<file path="src/sv/assert_macros.svh">
// ----------------------------------------------------------------------------
// Assertion macros
// Concurrent assertion wrappers clocked on clk_i, emptied for synthesis.
// ----------------------------------------------------------------------------
`ifndef ASSERT_MACROS_SVH
`define ASSERT_MACROS_SVH

`ifndef SYNTHESIS
// Checked outside reset only.
`define HSPD_ASSERT(lbl, prop, msg) \
  lbl: assert property (@(posedge clk_i) disable iff (!rst_ni) (prop)) else $error(msg);
// Checked on every edge, reset included.
`define HSPD_ASSERT_ALWAYS(lbl, prop, msg) \
  lbl: assert property (@(posedge clk_i) (prop)) else $error(msg);
`else
`define HSPD_ASSERT(lbl, prop, msg)
`define HSPD_ASSERT_ALWAYS(lbl, prop, msg)
`endif

`endif

</file>
<file path="src/sv/hspd_pkg.sv">
// ----------------------------------------------------------------------------
// hspd_pkg
// Shared types and constants for the header sync packet deframer.
// ----------------------------------------------------------------------------
`default_nettype none

package hspd_pkg;

  // Bytes in one packet, header and checksum included (4 to 10).
  localparam int unsigned PacketLength = 10;
  // Cells in the chain: one per payload byte (bytes 2 to PacketLength-1).
  localparam int unsigned CellCount    = PacketLength - 2;
  localparam int unsigned FillW        = $clog2(PacketLength);
  localparam int unsigned IdxW         = 4;
  localparam int unsigned SumW         = 7;

  typedef logic [7:0]       byte_t;
  typedef logic [FillW-1:0] fill_t;
  typedef logic [IdxW-1:0]  idx_t;
  typedef logic [SumW-1:0]  sum_t;

  typedef enum logic {
    ST_COLLECT,
    ST_EMIT
  } state_e;

endpackage

`default_nettype wire

</file>
<file path="src/sv/hspd_cell.sv">
// ----------------------------------------------------------------------------
// hspd_cell
// One byte cell of the packet chain; loads d_i (its neighbour, or the input at the tail) on shift.
// ----------------------------------------------------------------------------
`default_nettype none

module hspd_cell
  import hspd_pkg::*;
(
  input  wire        clk_i,
  input  wire        shift_i,
  input  wire byte_t d_i,
  output byte_t      q_o
);

  byte_t data_q;
  byte_t data_d;

  // Hold unless the chain advances.
  assign data_d = shift_i ? d_i : data_q;

  always_ff @(posedge clk_i) begin
    data_q <= data_d;
  end

  assign q_o = data_q;

endmodule

`default_nettype wire

</file>
<file path="src/sv/header_sync_packet_deframer.sv">
// ----------------------------------------------------------------------------
// header_sync_packet_deframer
// Finds header-led fixed-length packets in a byte stream, checks the 7-bit
// sum and emits the payload bytes with bit 7 restored from the flags byte.
// ----------------------------------------------------------------------------
//
//   Channel   Direction  Payload                               Per transfer
//   --------  ---------  ------------------------------------  ------------
//   s_*       in         tdata[7:0] data_byte                  one raw byte
//   m_*       out        tdata[3:0] byte_index,                one payload byte
//                        tdata[11:4] byte_value, tlast
//   cfg_*     in         cfg_wdata_i[7:0] module_id            one write
//
// Rate: one received byte per cycle while s_tready_o is high. A packet that
// passes its check then holds the input for PacketLength-2 output transfers,
// since the cell chain advances one byte per output transfer.
// Reset clears the control state and module_id; the cells are left
// undefined and are refilled by every packet before any byte is emitted.
// Stalls: s_tready_o drops for the whole output run and rises again in the
// cycle after the transfer that carries tlast.
//
`default_nettype none

`include "assert_macros.svh"

module header_sync_packet_deframer
  import hspd_pkg::*;
(
  input  wire         clk_i,
  input  wire         rst_ni,
  // Configuration: module_id
  input  wire         cfg_we_i,
  input  wire  [7:0]  cfg_wdata_i,
  // Byte stream in
  input  wire         s_tvalid_i,
  output logic        s_tready_o,
  input  wire  [7:0]  s_tdata_i,   // [7:0] data_byte
  // Restored payload out
  output logic        m_tvalid_o,
  input  wire         m_tready_i,
  output logic [15:0] m_tdata_o,   // [3:0] byte_index, [11:4] byte_value, [15:12] zero
  output logic        m_tlast_o    // last_byte
);

  // --------------------------------------------------------------------------
  // Registers
  // --------------------------------------------------------------------------
  state_e state_q, state_d;
  fill_t  fill_q,  fill_d;    // bytes held; zero while hunting for a header
  sum_t   sum_q,   sum_d;     // low 7 bits of the running byte sum
  byte_t  flags_q, flags_d;   // high-bit byte, shifted right per transfer
  idx_t   idx_q,   idx_d;     // index of the byte at the chain head
  byte_t  id_q;

  logic s_xfer, m_xfer;
  logic is_hdr, store, last_in, good, shift;

  byte_t cell_q [CellCount];

  // --------------------------------------------------------------------------
  // Cell chain: bytes enter at the tail and move one cell toward the head on
  // every store and every output transfer. Just before the checksum byte
  // goes in, cell 0 holds byte 1 (the flags); once it is in, cell 0 holds
  // byte 2, the next byte to send.
  // --------------------------------------------------------------------------
  for (genvar i = 0; i < CellCount; i++) begin : g_cell
    byte_t cell_d;
    if (i == CellCount - 1) begin : g_tail
      assign cell_d = s_tdata_i;
    end else begin : g_body
      assign cell_d = cell_q[i+1];
    end
    hspd_cell u_cell (
      .clk_i   (clk_i),
      .shift_i (shift),
      .d_i     (cell_d),
      .q_o     (cell_q[i])
    );
  end

  // --------------------------------------------------------------------------
  // Configuration
  // --------------------------------------------------------------------------
  always_ff @(posedge clk_i or negedge rst_ni) begin
    if (!rst_ni) begin
      id_q <= '0;
    end else if (cfg_we_i) begin
      id_q <= cfg_wdata_i;
    end
  end

  // --------------------------------------------------------------------------
  // Framing control
  // --------------------------------------------------------------------------
  assign s_xfer  = s_tvalid_i & s_tready_o;
  assign m_xfer  = m_tvalid_o & m_tready_i;
  assign is_hdr  = (s_tdata_i == id_q);
  // A non-header byte is kept only inside a packet.
  assign store   = s_xfer & ~is_hdr & (fill_q != '0);
  assign last_in = store & (fill_q == fill_t'(PacketLength - 1));
  assign good    = last_in & (s_tdata_i[SumW-1:0] == sum_q);
  assign shift   = store | m_xfer;

  always_comb begin
    state_d    = state_q;
    fill_d     = fill_q;
    sum_d      = sum_q;
    flags_d    = flags_q;
    idx_d      = idx_q;
    s_tready_o = 1'b0;
    m_tvalid_o = 1'b0;

    case (state_q)
      ST_COLLECT: begin
        s_tready_o = 1'b1;
        if (s_xfer) begin
          if (is_hdr) begin
            // A header always restarts the packet.
            fill_d = fill_t'(1);
            sum_d  = s_tdata_i[SumW-1:0];
          end else if (last_in) begin
            fill_d = '0;
          end else if (store) begin
            fill_d = fill_q + fill_t'(1);
            sum_d  = sum_q + s_tdata_i[SumW-1:0];
          end
        end
        if (good) begin
          // Byte 1 leaves cell 0 on this same edge.
          flags_d = cell_q[0];
          idx_d   = idx_t'(2);
          state_d = ST_EMIT;
        end
      end
      ST_EMIT: begin
        m_tvalid_o = 1'b1;
        if (m_xfer) begin
          flags_d = flags_q >> 1;
          idx_d   = idx_q + idx_t'(1);
          if (m_tlast_o) begin
            state_d = ST_COLLECT;
          end
        end
      end
      default: begin
        state_d = ST_COLLECT;
      end
    endcase
  end

  always_ff @(posedge clk_i or negedge rst_ni) begin
    if (!rst_ni) begin
      state_q <= ST_COLLECT;
      fill_q  <= '0;
      sum_q   <= '0;
      flags_q <= '0;
      idx_q   <= '0;
    end else begin
      state_q <= state_d;
      fill_q  <= fill_d;
      sum_q   <= sum_d;
      flags_q <= flags_d;
      idx_q   <= idx_d;
    end
  end

  // --------------------------------------------------------------------------
  // Output: restore bit 7 of the head byte from the current flag bit
  // --------------------------------------------------------------------------
  assign m_tdata_o = {4'b0000, flags_q[0], cell_q[0][6:0], idx_q};
  assign m_tlast_o = (idx_q == idx_t'(PacketLength - 1));

  // --------------------------------------------------------------------------
  // Assertions
  // --------------------------------------------------------------------------
  `HSPD_ASSERT(a_sides_exclusive, !(s_tready_o && m_tvalid_o), "input taken during output run")
  `HSPD_ASSERT(a_run_starts_at_two, $rose(m_tvalid_o) |-> (idx_q == idx_t'(2)), "run not at index 2")
  `HSPD_ASSERT(a_last_ends_run, (m_xfer && m_tlast_o) |=> (s_tready_o && !m_tvalid_o), "run did not end")
  `HSPD_ASSERT(a_fill_in_range, fill_q < fill_t'(PacketLength), "fill count out of range")
  `HSPD_ASSERT(a_good_clears_fill, good |=> (fill_q == '0 && m_tvalid_o), "good packet not handed over")

endmodule

`default_nettype wire
</file>
<file path="config.mk">
export PLATFORM = sky130hd
export DESIGN_NAME = header_sync_packet_deframer
export DESIGN_NICKNAME = d
export VERILOG_FILES = /design/src/sv/hspd_pkg.sv /design/src/sv/hspd_cell.sv /design/src/sv/header_sync_packet_deframer.sv
export VERILOG_INCLUDE_DIRS = /design/src /design/src/sv
export SDC_FILE = /design/constraint.sdc
export NUM_CORES = 1
export LEC_CHECK = 0
export ABC_AREA = 1
export BUFFER_PORTS_ARGS = -buffer_cell sky130_fd_sc_hd__buf_2
export CORE_UTILIZATION = 45
export CTS_BUF_LIST = sky130_fd_sc_hd__clkbuf_8 sky130_fd_sc_hd__clkbuf_16
export CTS_CLUSTER_DIAMETER = 80
export DETAILED_ROUTE_END_ITERATION = 6
export PLACE_DENSITY_LB_ADDON = 0.1
export SLEW_MARGIN = 10
export SYNTH_ARGS = -nofsm -noshare
export SYNTH_HDL_FRONTEND = slang
export SYNTH_HIERARCHICAL = 1
export SYNTH_SLANG_ARGS = --single-unit
</file>
<file path="constraint.sdc">
create_clock -name clk_i -period 8.65 [get_ports clk_i]
set_input_delay 0.865 -clock clk_i [delete_from_list [all_inputs] [get_ports clk_i]]
set_output_delay 0.865 -clock clk_i [all_outputs]
set_load 0.02 [all_outputs]
</file>
Yosys cells after proc, flatten, opt, wreduce, memory -nomap -nowiden. Cells that the tools add are included.

Register bits after elaboration: 96. Bits in latches: 0. Bits in writable memories: 0. Memory bits (read-only): 0. Bits of input ports: 21. Word-level logic and storage cells: 57. Memories kept: 0.

Add/subtract/negate cells: 3. Multipliers: 0. Divide/modulo/power cells: 0. Magnitude comparators: 0. Equal/unequal tests: 7. Shift operators: 0. Muxes and demuxes: 18. Bitwise gates (word level): 9. Reduce and logical (&&, ||, !) cells: 6.

Operators by type and width (number): 7-bit two-way mux (3); 4-bit two-way mux (5); 8-bit two-way mux (2); 8-bit one-hot mux with 2 select lines (1); 4-bit by 1-bit adder with 4-bit output (second input constant) (2); 4-bit == test (second input constant) (2); 8-bit == test (1); 4-bit one-hot mux with 2 select lines (1); 7-bit adder (1); 7-bit == test (1); 1-bit AND (6); 1-bit two-way mux (5); 2-bit inequality test (second input constant) (2); 4-bit AND reduction (1); 4-bit nonzero test (1); 3-bit AND reduction (1); 3-bit nonzero test (1); 2-bit by 1-bit inequality test with 1-bit output (second input constant) (1); 1-bit inverter (2); 1-bit one-hot mux with 2 select lines (1); 2-bit AND reduction (1); 2-bit nonzero test (1); 1-bit OR (1).

Logic depth before layout (Yosys ltp). Gate-level depths: netlist of the first run.

Depth after elaboration: 8. Gate-level depth with buffers: 11. Mapped depth without buffers: 11.

Modules after synthesis. The synthesis of the first run kept the hierarchy.

Modules (own cells, without submodules): header_sync_packet_deframer (times used 1, cells an instance 288, area each 2148.3 µm², sequential area each 800.8 µm²); hspd_cell (times used 8, cells an instance 8, area each 240.2 µm², sequential area each 240.2 µm²).

Worst setup path before layout of the first run. Ideal clock, no wire load.

Path type: input -> register. Start: input s_tdata_i[5]. End: register g_cell[0].u_cell.data_q[0], enable pin. Setup time: 0.574 ns. Arrival time: 5.847 ns. Setup slack: 2.229 ns. Stages on the path: 8. Buffers on the path: 0. Path through: inv_1 nand2_1 nand2_1 nand3_1 nor2_1 nand2_2 inv_1 o21ai_0.

Word-level cells in the longest chain between the ends: 5.

Ends and longest elaborated chain: from (decl) (RTL line header_sync_packet_deframer.sv:37) `input wire [7:0] s_tdata_i,`; 8-bit == test (RTL line header_sync_packet_deframer.sv:97) `assign is_hdr = (s_tdata_i == id_q);`; 1-bit inverter (RTL line header_sync_packet_deframer.sv:99) `assign store = s_xfer & ~is_hdr & (fill_q != '0);`; 1-bit AND (2 in series) (RTL line header_sync_packet_deframer.sv:99); 1-bit OR (RTL line header_sync_packet_deframer.sv:102) `assign shift = store | m_xfer;`; named net shift (RTL line header_sync_packet_deframer.sv:56) `logic is_hdr, store, last_in, good, shift;`; to (signal assigned) (RTL line hspd_cell.sv:23) `data_q <= data_d;`; to (decl) (RTL line hspd_cell.sv:16) `byte_t data_q;`.

The timed path passes the listed nets, and every way through them passes these cells. A chain may end at the register's enable or synchronous reset.

Final worst setup path of the first run.
Start: input s_tdata_i[1]. End: register g_cell[4].u_cell.data_q[2], enable pin.

Word-level cells in the longest chain between the ends: 5.

Ends and longest elaborated chain (RTL line): 8-bit == test (header_sync_packet_deframer.sv:97); 1-bit inverter (header_sync_packet_deframer.sv:99); 1-bit AND (2 in series) (header_sync_packet_deframer.sv:99); 1-bit OR (header_sync_packet_deframer.sv:102); named net shift (header_sync_packet_deframer.sv:56); to (signal assigned) (hspd_cell.sv:23); to (decl) (hspd_cell.sv:16).

The timed path passes the listed nets, and every way through them passes these cells.

==> results of run 1 <==
-- cell type report --
class,count,area (µm²)
sequential,96,2720
timing repair buffer,36,183
clock inverter,7,106
fill,762,4160
clock buffer,9,124
inverter,30,113
multi-input combinational,218,1180
tap,108,135
-- per-stage QoR --
step,cell area (µm²),power (W),cells
global placement,4330,0.00115,488
floorplan,4080,0.00106,355
global route,4560,0.00158,504
detailed placement,4330,0.00116,488
finish,4560,0.00147,504
CTS,4560,0.00149,504
-- layer usage --
layer / vias up / global-route usage / routed length [µm]
li1: 1236 / - / -
met3: 9 / 0.0302 / 218
met4: 0 / 0.0654 / 112
met2: 53 / 0.242 / 2980
met1: 1136 / 0.200 / 3160
met5: - / 0 / 0
-- sequential cells by signal (all words and copies together) (netlist names) --
name	count
state_q	1
id_q	8
flags_q	8
g_cell.u_cell/q_o	64
fill_q	4
sum_q	7
idx_q	4
-- power by group through the flow --
stage	clock network, W	logic (W)	registers, W
floorplan	0	0.000264	0.000800
global placement	0	0.000373	0.000774
detailed placement	0	0.000378	0.000781
CTS	0.000341	0.000379	0.000770
global route	0.000362	0.000428	0.000786
finish	0.000333	0.000373	0.000767
-- worst max-delay path: stages --
cell	delay, ps
buf_2	160
inv_1	70
nand2_1	60
nand2_1	40
nand2_1	60
nor2_1	50
nand2_2	260
inv_1	210
o21ai_4	150
buf_4	640
-- worst paths after layout --
kind / depth (start not counted) / end
setup / recovery: 10 / g_cell[4].u_cell/q_o[2]
hold / removal: 0 / g_cell[3].u_cell/q_o[2]
setup reg to reg: 6 / g_cell[4].u_cell/q_o[2]
hold reg to reg: 0 / g_cell[3].u_cell/q_o[2]
max in group asynchronous: 1 / fill_q[2]
min in group asynchronous: 1 / flags_q[3]
-- layout by cell type (no fill, tap or decap), drive strengths merged --
cell type,count
clkbuf,9
nand2,123
inv,35
o211ai,1
conb,4
fa,1
a21oi,4
nor2,11
dfrtp,32
edfxtp,64
mux2,3
xnor2,6
nor3,2
and2,1
buf,36
bufinv,2
nand3,23
or2,1
nand4,4
o21ai,19
xor2,4
ha,11
-- cell families (layout without fill, tap and decap cells) --
| group | after synthesis | count (layout) | synth area share |
|---|---|---|---|
| AO/OA/AOI/OAI | 24 | 24 | 0.0311 |
| XOR/XNOR | 10 | 10 | 0.0215 |
| other | 1 | 4 | 0.000921 |
| adder cells (fa/ha/maj) | 12 | 12 | 0.0387 |
| buffers and inverters | 41 | 82 | 0.0473 |
| AND/OR/NAND/NOR | 165 | 165 | 0.183 |
| flip-flops | 96 | 96 | 0.669 |
| multiplexers | 3 | 3 | 0.00830 |
==> results.sh, run 1 <==
export IMPL_dpl_worst_slack_ps=5650
export IMPL_synth_seq_area_share=0.669
export IMPL_grt_usage=0.151
export IMPL_area_growth_pct=12.1
export IMPL_crit_fanout=64
export IMPL_dp_hpwl_um=4390
export IMPL_ir_worst_vdd_uv=119
export IMPL_worst_r2r_startpoint="state_q"
export IMPL_cts_tree="built"
export IMPL_htree_levels=3
export IMPL_p_comb_frac=0.253
export IMPL_cts_setup_buffers=0
export IMPL_drt_total_wl_um=6470
export IMPL_arrival_ps=2600
export IMPL_fin_nets=424
export IMPL_synth_cell_types=30
export IMPL_drv_cap=0
export IMPL_ys_seq_elements=96
export IMPL_p_clk_frac=0.226
export IMPL_tns_ps=0
export IMPL_core_area_um2=8720
export IMPL_clock_skew_ps=9.43
export IMPL_worstSetupStartpoint="s_tdata_i[1]"
export IMPL_synth_edf_count=64
export IMPL_first_global_vias=2313
export IMPL_viasPerCell=4.83
export IMPL_rsz0062_at_grt="no"
export IMPL_drc=0
export IMPL_die_x_um=97.1
export IMPL_synthTopCellsByCount="nand2_1 (120), edfxtp_1 (64), dfrtp_1 (32)"
export IMPL_utilization=0.523
export IMPL_hold_start="g_cell[4].u_cell/q_o[2]"
export IMPL_p_leak_nw=2.07
export IMPL_drtPass1Iterations=4
export IMPL_slew_headroom=0.449
export IMPL_required_ps=8640
export IMPL_critPathLaunchType="input pin"
export IMPL_clk_latency_ps=360
export IMPL_hold_violations=0
export IMPL_post_cts_resized=0
export IMPL_yosys_area_top_type="edfxtp_1"
export IMPL_synth_area_leaders="edfxtp_1 (47%), dfrtp_1 (20%), nand2_1 (11%), ha_1 (3.4%), inv_1 (2.7%)"
export IMPL_powerDensity_nw_per_um2=323
export IMPL_swShare=0.328
export IMPL_post_route_min_period_ps=2600
export IMPL_synth_warnings=6
export IMPL_grt_pass1_wl_um=11000
export IMPL_grt_max_degree=65
export IMPL_tightest_slew_ps=825
export IMPL_n_antenna_cell=0
export IMPL_async_flop_share=0.333
export IMPL_power_internal_w=0.000990
export IMPL_floorplan_initialDensity=0.467
export IMPL_syn_area_per_cell_um2=11.6
export IMPL_numCtsBuffers=9
export IMPL_fin_crit_sh=0.301
export IMPL_ant_nets=0
export IMPL_syn_area_um2=4070
export IMPL_die_area_um2=9430
export IMPL_wl_per_cell_um=12.8
export IMPL_hold_class="reg2reg"
export IMPL_clock_fmax_mhz=384
export IMPL_status="complete, no violations"
export IMPL_clock_path_buffers=2
export IMPL_fin_ws_ps=6050
export IMPL_switchingPower_w=0.000483
export IMPL_cp_end_kind="flip-flop"
export IMPL_clock_sinks=96
export IMPL_io_buffers=35
export IMPL_fin_hold_ws_ps=418
export IMPL_overflow=0
export IMPL_ctsHoldBuffers=0
export IMPL_final_max_slew_violation_count=0
export IMPL_syn_inst=352
export IMPL_yosysMostFrequentCell="nand2_1"
export IMPL_p_seq_frac=0.521
export IMPL_setup_viol=0
export IMPL_synth_ff_type="edfxtp_1"
export IMPL_vias=2434
export IMPL_io_pin_count=40
export IMPL_reg2reg_slack_ps=6060
export IMPL_root_buffer="clkbuf_8"
export IMPL_crit_type="in2reg"
export IMPL_die_h_um=97.1
export IMPL_path_clk_slew_ps=100
export IMPL_synth_top_area_frac=0.472
export IMPL_drive_above_1_share=0.184
export IMPL_gp_congestion=0.804
export IMPL_drtIter0Drc=74
export IMPL_placementRows=34
export IMPL_antenna_found_initial=0
Power figures use the tool's default switching activity.
==> run 2, diff against run 1 <==
--- a/config.mk
+++ b/config.mk
@@ -6,7 +6,7 @@
 export SDC_FILE = /design/constraint.sdc
 export NUM_CORES = 1
 export LEC_CHECK = 0
-export ABC_AREA = 1
+export ABC_AREA = 0
 export BUFFER_PORTS_ARGS = -buffer_cell sky130_fd_sc_hd__buf_2
 export CORE_UTILIZATION = 45
 export CTS_BUF_LIST = sky130_fd_sc_hd__clkbuf_8 sky130_fd_sc_hd__clkbuf_16
==> constraint.sdc (replaced) <==
create_clock -name clk_i -period 2.42 [get_ports clk_i]
set_input_delay 0.242 -clock clk_i [delete_from_list [all_inputs] [get_ports clk_i]]
set_output_delay 0.242 -clock clk_i [all_outputs]
set_load 0.02 [all_outputs]
==> results.sh, run 2 <==
export IMPL_status="complete, no violations"
export IMPL_dp_hpwl_um=4240
export IMPL_synth_cell_types=45
export IMPL_synth_seq_area_share=0.691
export IMPL_worst_r2r_startpoint="sum_q[3]"
export IMPL_tightest_slew_ps=779
export IMPL_clock_sinks=96
export IMPL_ant_nets=0
export IMPL_clock_skew_ps=9.55
export IMPL_synth_top_area_frac=0.488
export IMPL_n_antenna_cell=0
export IMPL_post_route_min_period_ps=2220
export IMPL_drc=0
export IMPL_fin_crit_sh=0.917
export IMPL_grt_usage=0.158
export IMPL_syn_area_per_cell_um2=15.5
export IMPL_drive_above_1_share=0.287
export IMPL_final_common_cell="edfxtp_1"
export IMPL_die_x_um=95.5
export IMPL_final_cell_area_um2=4490
export IMPL_wl_per_cell_um=15.5
export IMPL_reg2reg_depth=6
export IMPL_vias=2194
export IMPL_cp_end_kind="flip-flop"
export IMPL_io_buffers=35
export IMPL_drt_total_wl_um=6410
export IMPL_die_area_um2=9130
export IMPL_yosys_area_top_type="edfxtp_1"
export IMPL_drtIter0Drc=127
export IMPL_yosysMostFrequentCell="edfxtp_1"
export IMPL_setup_viol=0
export IMPL_seqCellArea_um2=2720
export IMPL_gp_congestion=0.870
export IMPL_clock_fmax_mhz=450
export IMPL_clk_latency_ps=370
export IMPL_cts_tree="built"
export IMPL_required_ps=2670
export IMPL_numPlacedInstances=395
export IMPL_final_instance_count_excl_fill=412
export IMPL_p_leak_nw=1.82
export IMPL_arrival_ps=2470
export IMPL_ys_seq_elements=96
export IMPL_grt_pass1_wl_um=10400
export IMPL_synth_ff_type="edfxtp_1"
export IMPL_fillers=697
export IMPL_synth_warnings=6
export IMPL_htree_levels=3
export IMPL_syn_area_um2=3940
export IMPL_layout_common_cells="edfxtp_1 (64), buf_2 (35), dfrtp_1 (31)"
export IMPL_fin_nets=335
export IMPL_placementRows=33
export IMPL_hold_path_end="g_cell[7].u_cell/q_o[7]"
export IMPL_antenna_found_initial=0
export IMPL_synthTopCellsByCount="edfxtp_1 (64), dfrtp_1 (32), mux2_2 (22)"
export IMPL_viasPerCell=5.33
export IMPL_syn_inst=254
export IMPL_hold_violations=0
export IMPL_async_flop_share=0.333
export IMPL_rsz0062_at_grt="no"
export IMPL_worst_r2r_endpoint="flags_q[5]"
export IMPL_ir_worst_vdd_uv=449
export IMPL_hold_class="in2reg"
export IMPL_powerDensity_nw_per_um2=1030
export IMPL_largest_reg_flops=64
export IMPL_path_clk_slew_ps=100
export IMPL_first_global_vias=2116
export IMPL_io_pin_count=40
export IMPL_utilization=0.538
export IMPL_core_area_um2=8340
export IMPL_numCtsBuffers=9
export IMPL_crit_type="reg2reg"
export IMPL_grt_max_degree=49
export IMPL_floorplan_initialDensity=0.472
export IMPL_final_max_slew_violation_count=0
export IMPL_synth_area_leaders="edfxtp_1 (49%), dfrtp_1 (20%), mux2_2 (6.3%), ha_1 (3.5%), xor2_1 (2.0%)"
export IMPL_root_buffer="clkbuf_8"
export IMPL_drv_cap=0
export IMPL_drtPass1Iterations=5
export IMPL_holdPathStages=1
export IMPL_reg2reg_slack_ps=200
export IMPL_hold_start="s_tdata_i[7]"
export IMPL_critPathLaunchType="flip-flop"
export IMPL_fin_hold_ws_ps=74.5
export IMPL_place_area_um2=4290
export IMPL_power_w=0.00464
export IMPL_crit_fanout=9
export IMPL_synth_edf_count=64
export IMPL_die_h_um=95.5
export IMPL_multi_input_area_um2=1130
export IMPL_post_cts_resized=0
export IMPL_slew_headroom=0.481
export IMPL_area_growth_pct=13.9
export IMPL_clock_path_buffers=2
export IMPL_overflow=0
run 2: changes by cell type after synthesis, sizes merged, moves of 4 or more:
cell   delta
mux2     +19
nand3    -19
o21ai     -9
nor4      +5
inv      -17
nand2   -114
mux2i     +4
xor2      +5
nor2      -7
run 2: metal layers:
metal  track usage  vias to the layer above  wire (µm)
met5             0                        -          0
met3        0.0534                        7        419
met2         0.232                       83       2880
li1              -                     1053          -
met4        0.0585                        0         77
met1         0.218                     1051       3020
run 2: what timing repair did:
action / in CTS / in global routing
endpoints found under the hold margin: 32 / 0
buffers inserted: 0 / 0
hold buffers: 1 / 0
run 2: how the worst max path moves through the flow:
| stage | from | end | slack [ps] | cells past startpoint |
|---|---|---|---|---|
| finish | sum_q[3] | flags_q[5] | 200 | 6 |
| CTS | sum_q[3] | flags_q[5] | 190 | 6 |
| global placement | s_tdata_i[3] | flags_q[1] | 230 | 7 |
| global route | id_q[6] | sum_q[4] | 40 | 5 |
| floorplan | id_q[2] | g_cell[0].u_cell/q_o[0] | -670 | 6 |
| detailed placement | s_tdata_i[5] | flags_q[5] | 200 | 7 |
run 2: power by group:
| group | switching [W] | leakage, nW | total, W | internal, W |
|---|---|---|---|---|
| registers | 0.000192 | 1.01 | 0.00250 | 0.00231 |
| logic | 0.000669 | 0.714 | 0.00115 | 0.000482 |
| clock network | 0.000589 | 0.0976 | 0.000983 | 0.000395 |
| total | 0.00145 | 1.82 | 0.00464 | 0.00319 |
run 2: cell families (layout without fill, tap and decap cells):
| logic type | Yosys count | count (layout) | share of synthesized area |
|---|---|---|---|
| other cells | 1 | 4 | 0.000952 |
| mux | 26 | 26 | 0.0731 |
| flops | 96 | 96 | 0.691 |
| fa+ha+maj | 12 | 12 | 0.0400 |
| compound gates | 42 | 42 | 0.0791 |
| xor+xnor | 12 | 12 | 0.0267 |
| buf+inv | 24 | 74 | 0.0299 |
| simple gates | 41 | 41 | 0.0588 |
run 2: critical path: stages, from the launching register on:
cell and delay [ps]:
dfrtp_1 390, ha_1 360, nor4b_1 340, nand4_1 200, o41ai_4 250, buf_4 230, mux2_2 340
run 2: final cells by class:
class / count / share of cell area
repair buffers: 45 / 0.0591
well taps: 105 / 0.0293
clock buffers: 9 / 0.0276
clock inverters: 7 / 0.0139
inverters: 13 / 0.0109
multi-input cells: 137 / 0.252
flip-flops and latches: 96 / 0.607
run 2: metrics by stage:
step	worst slack, ps	TNS, ps
final	200	0
after global routing	41.1	0
after CTS	192	0
after detailed placement	201	0
after global placement	230	0
after floorplan	-665	-42570
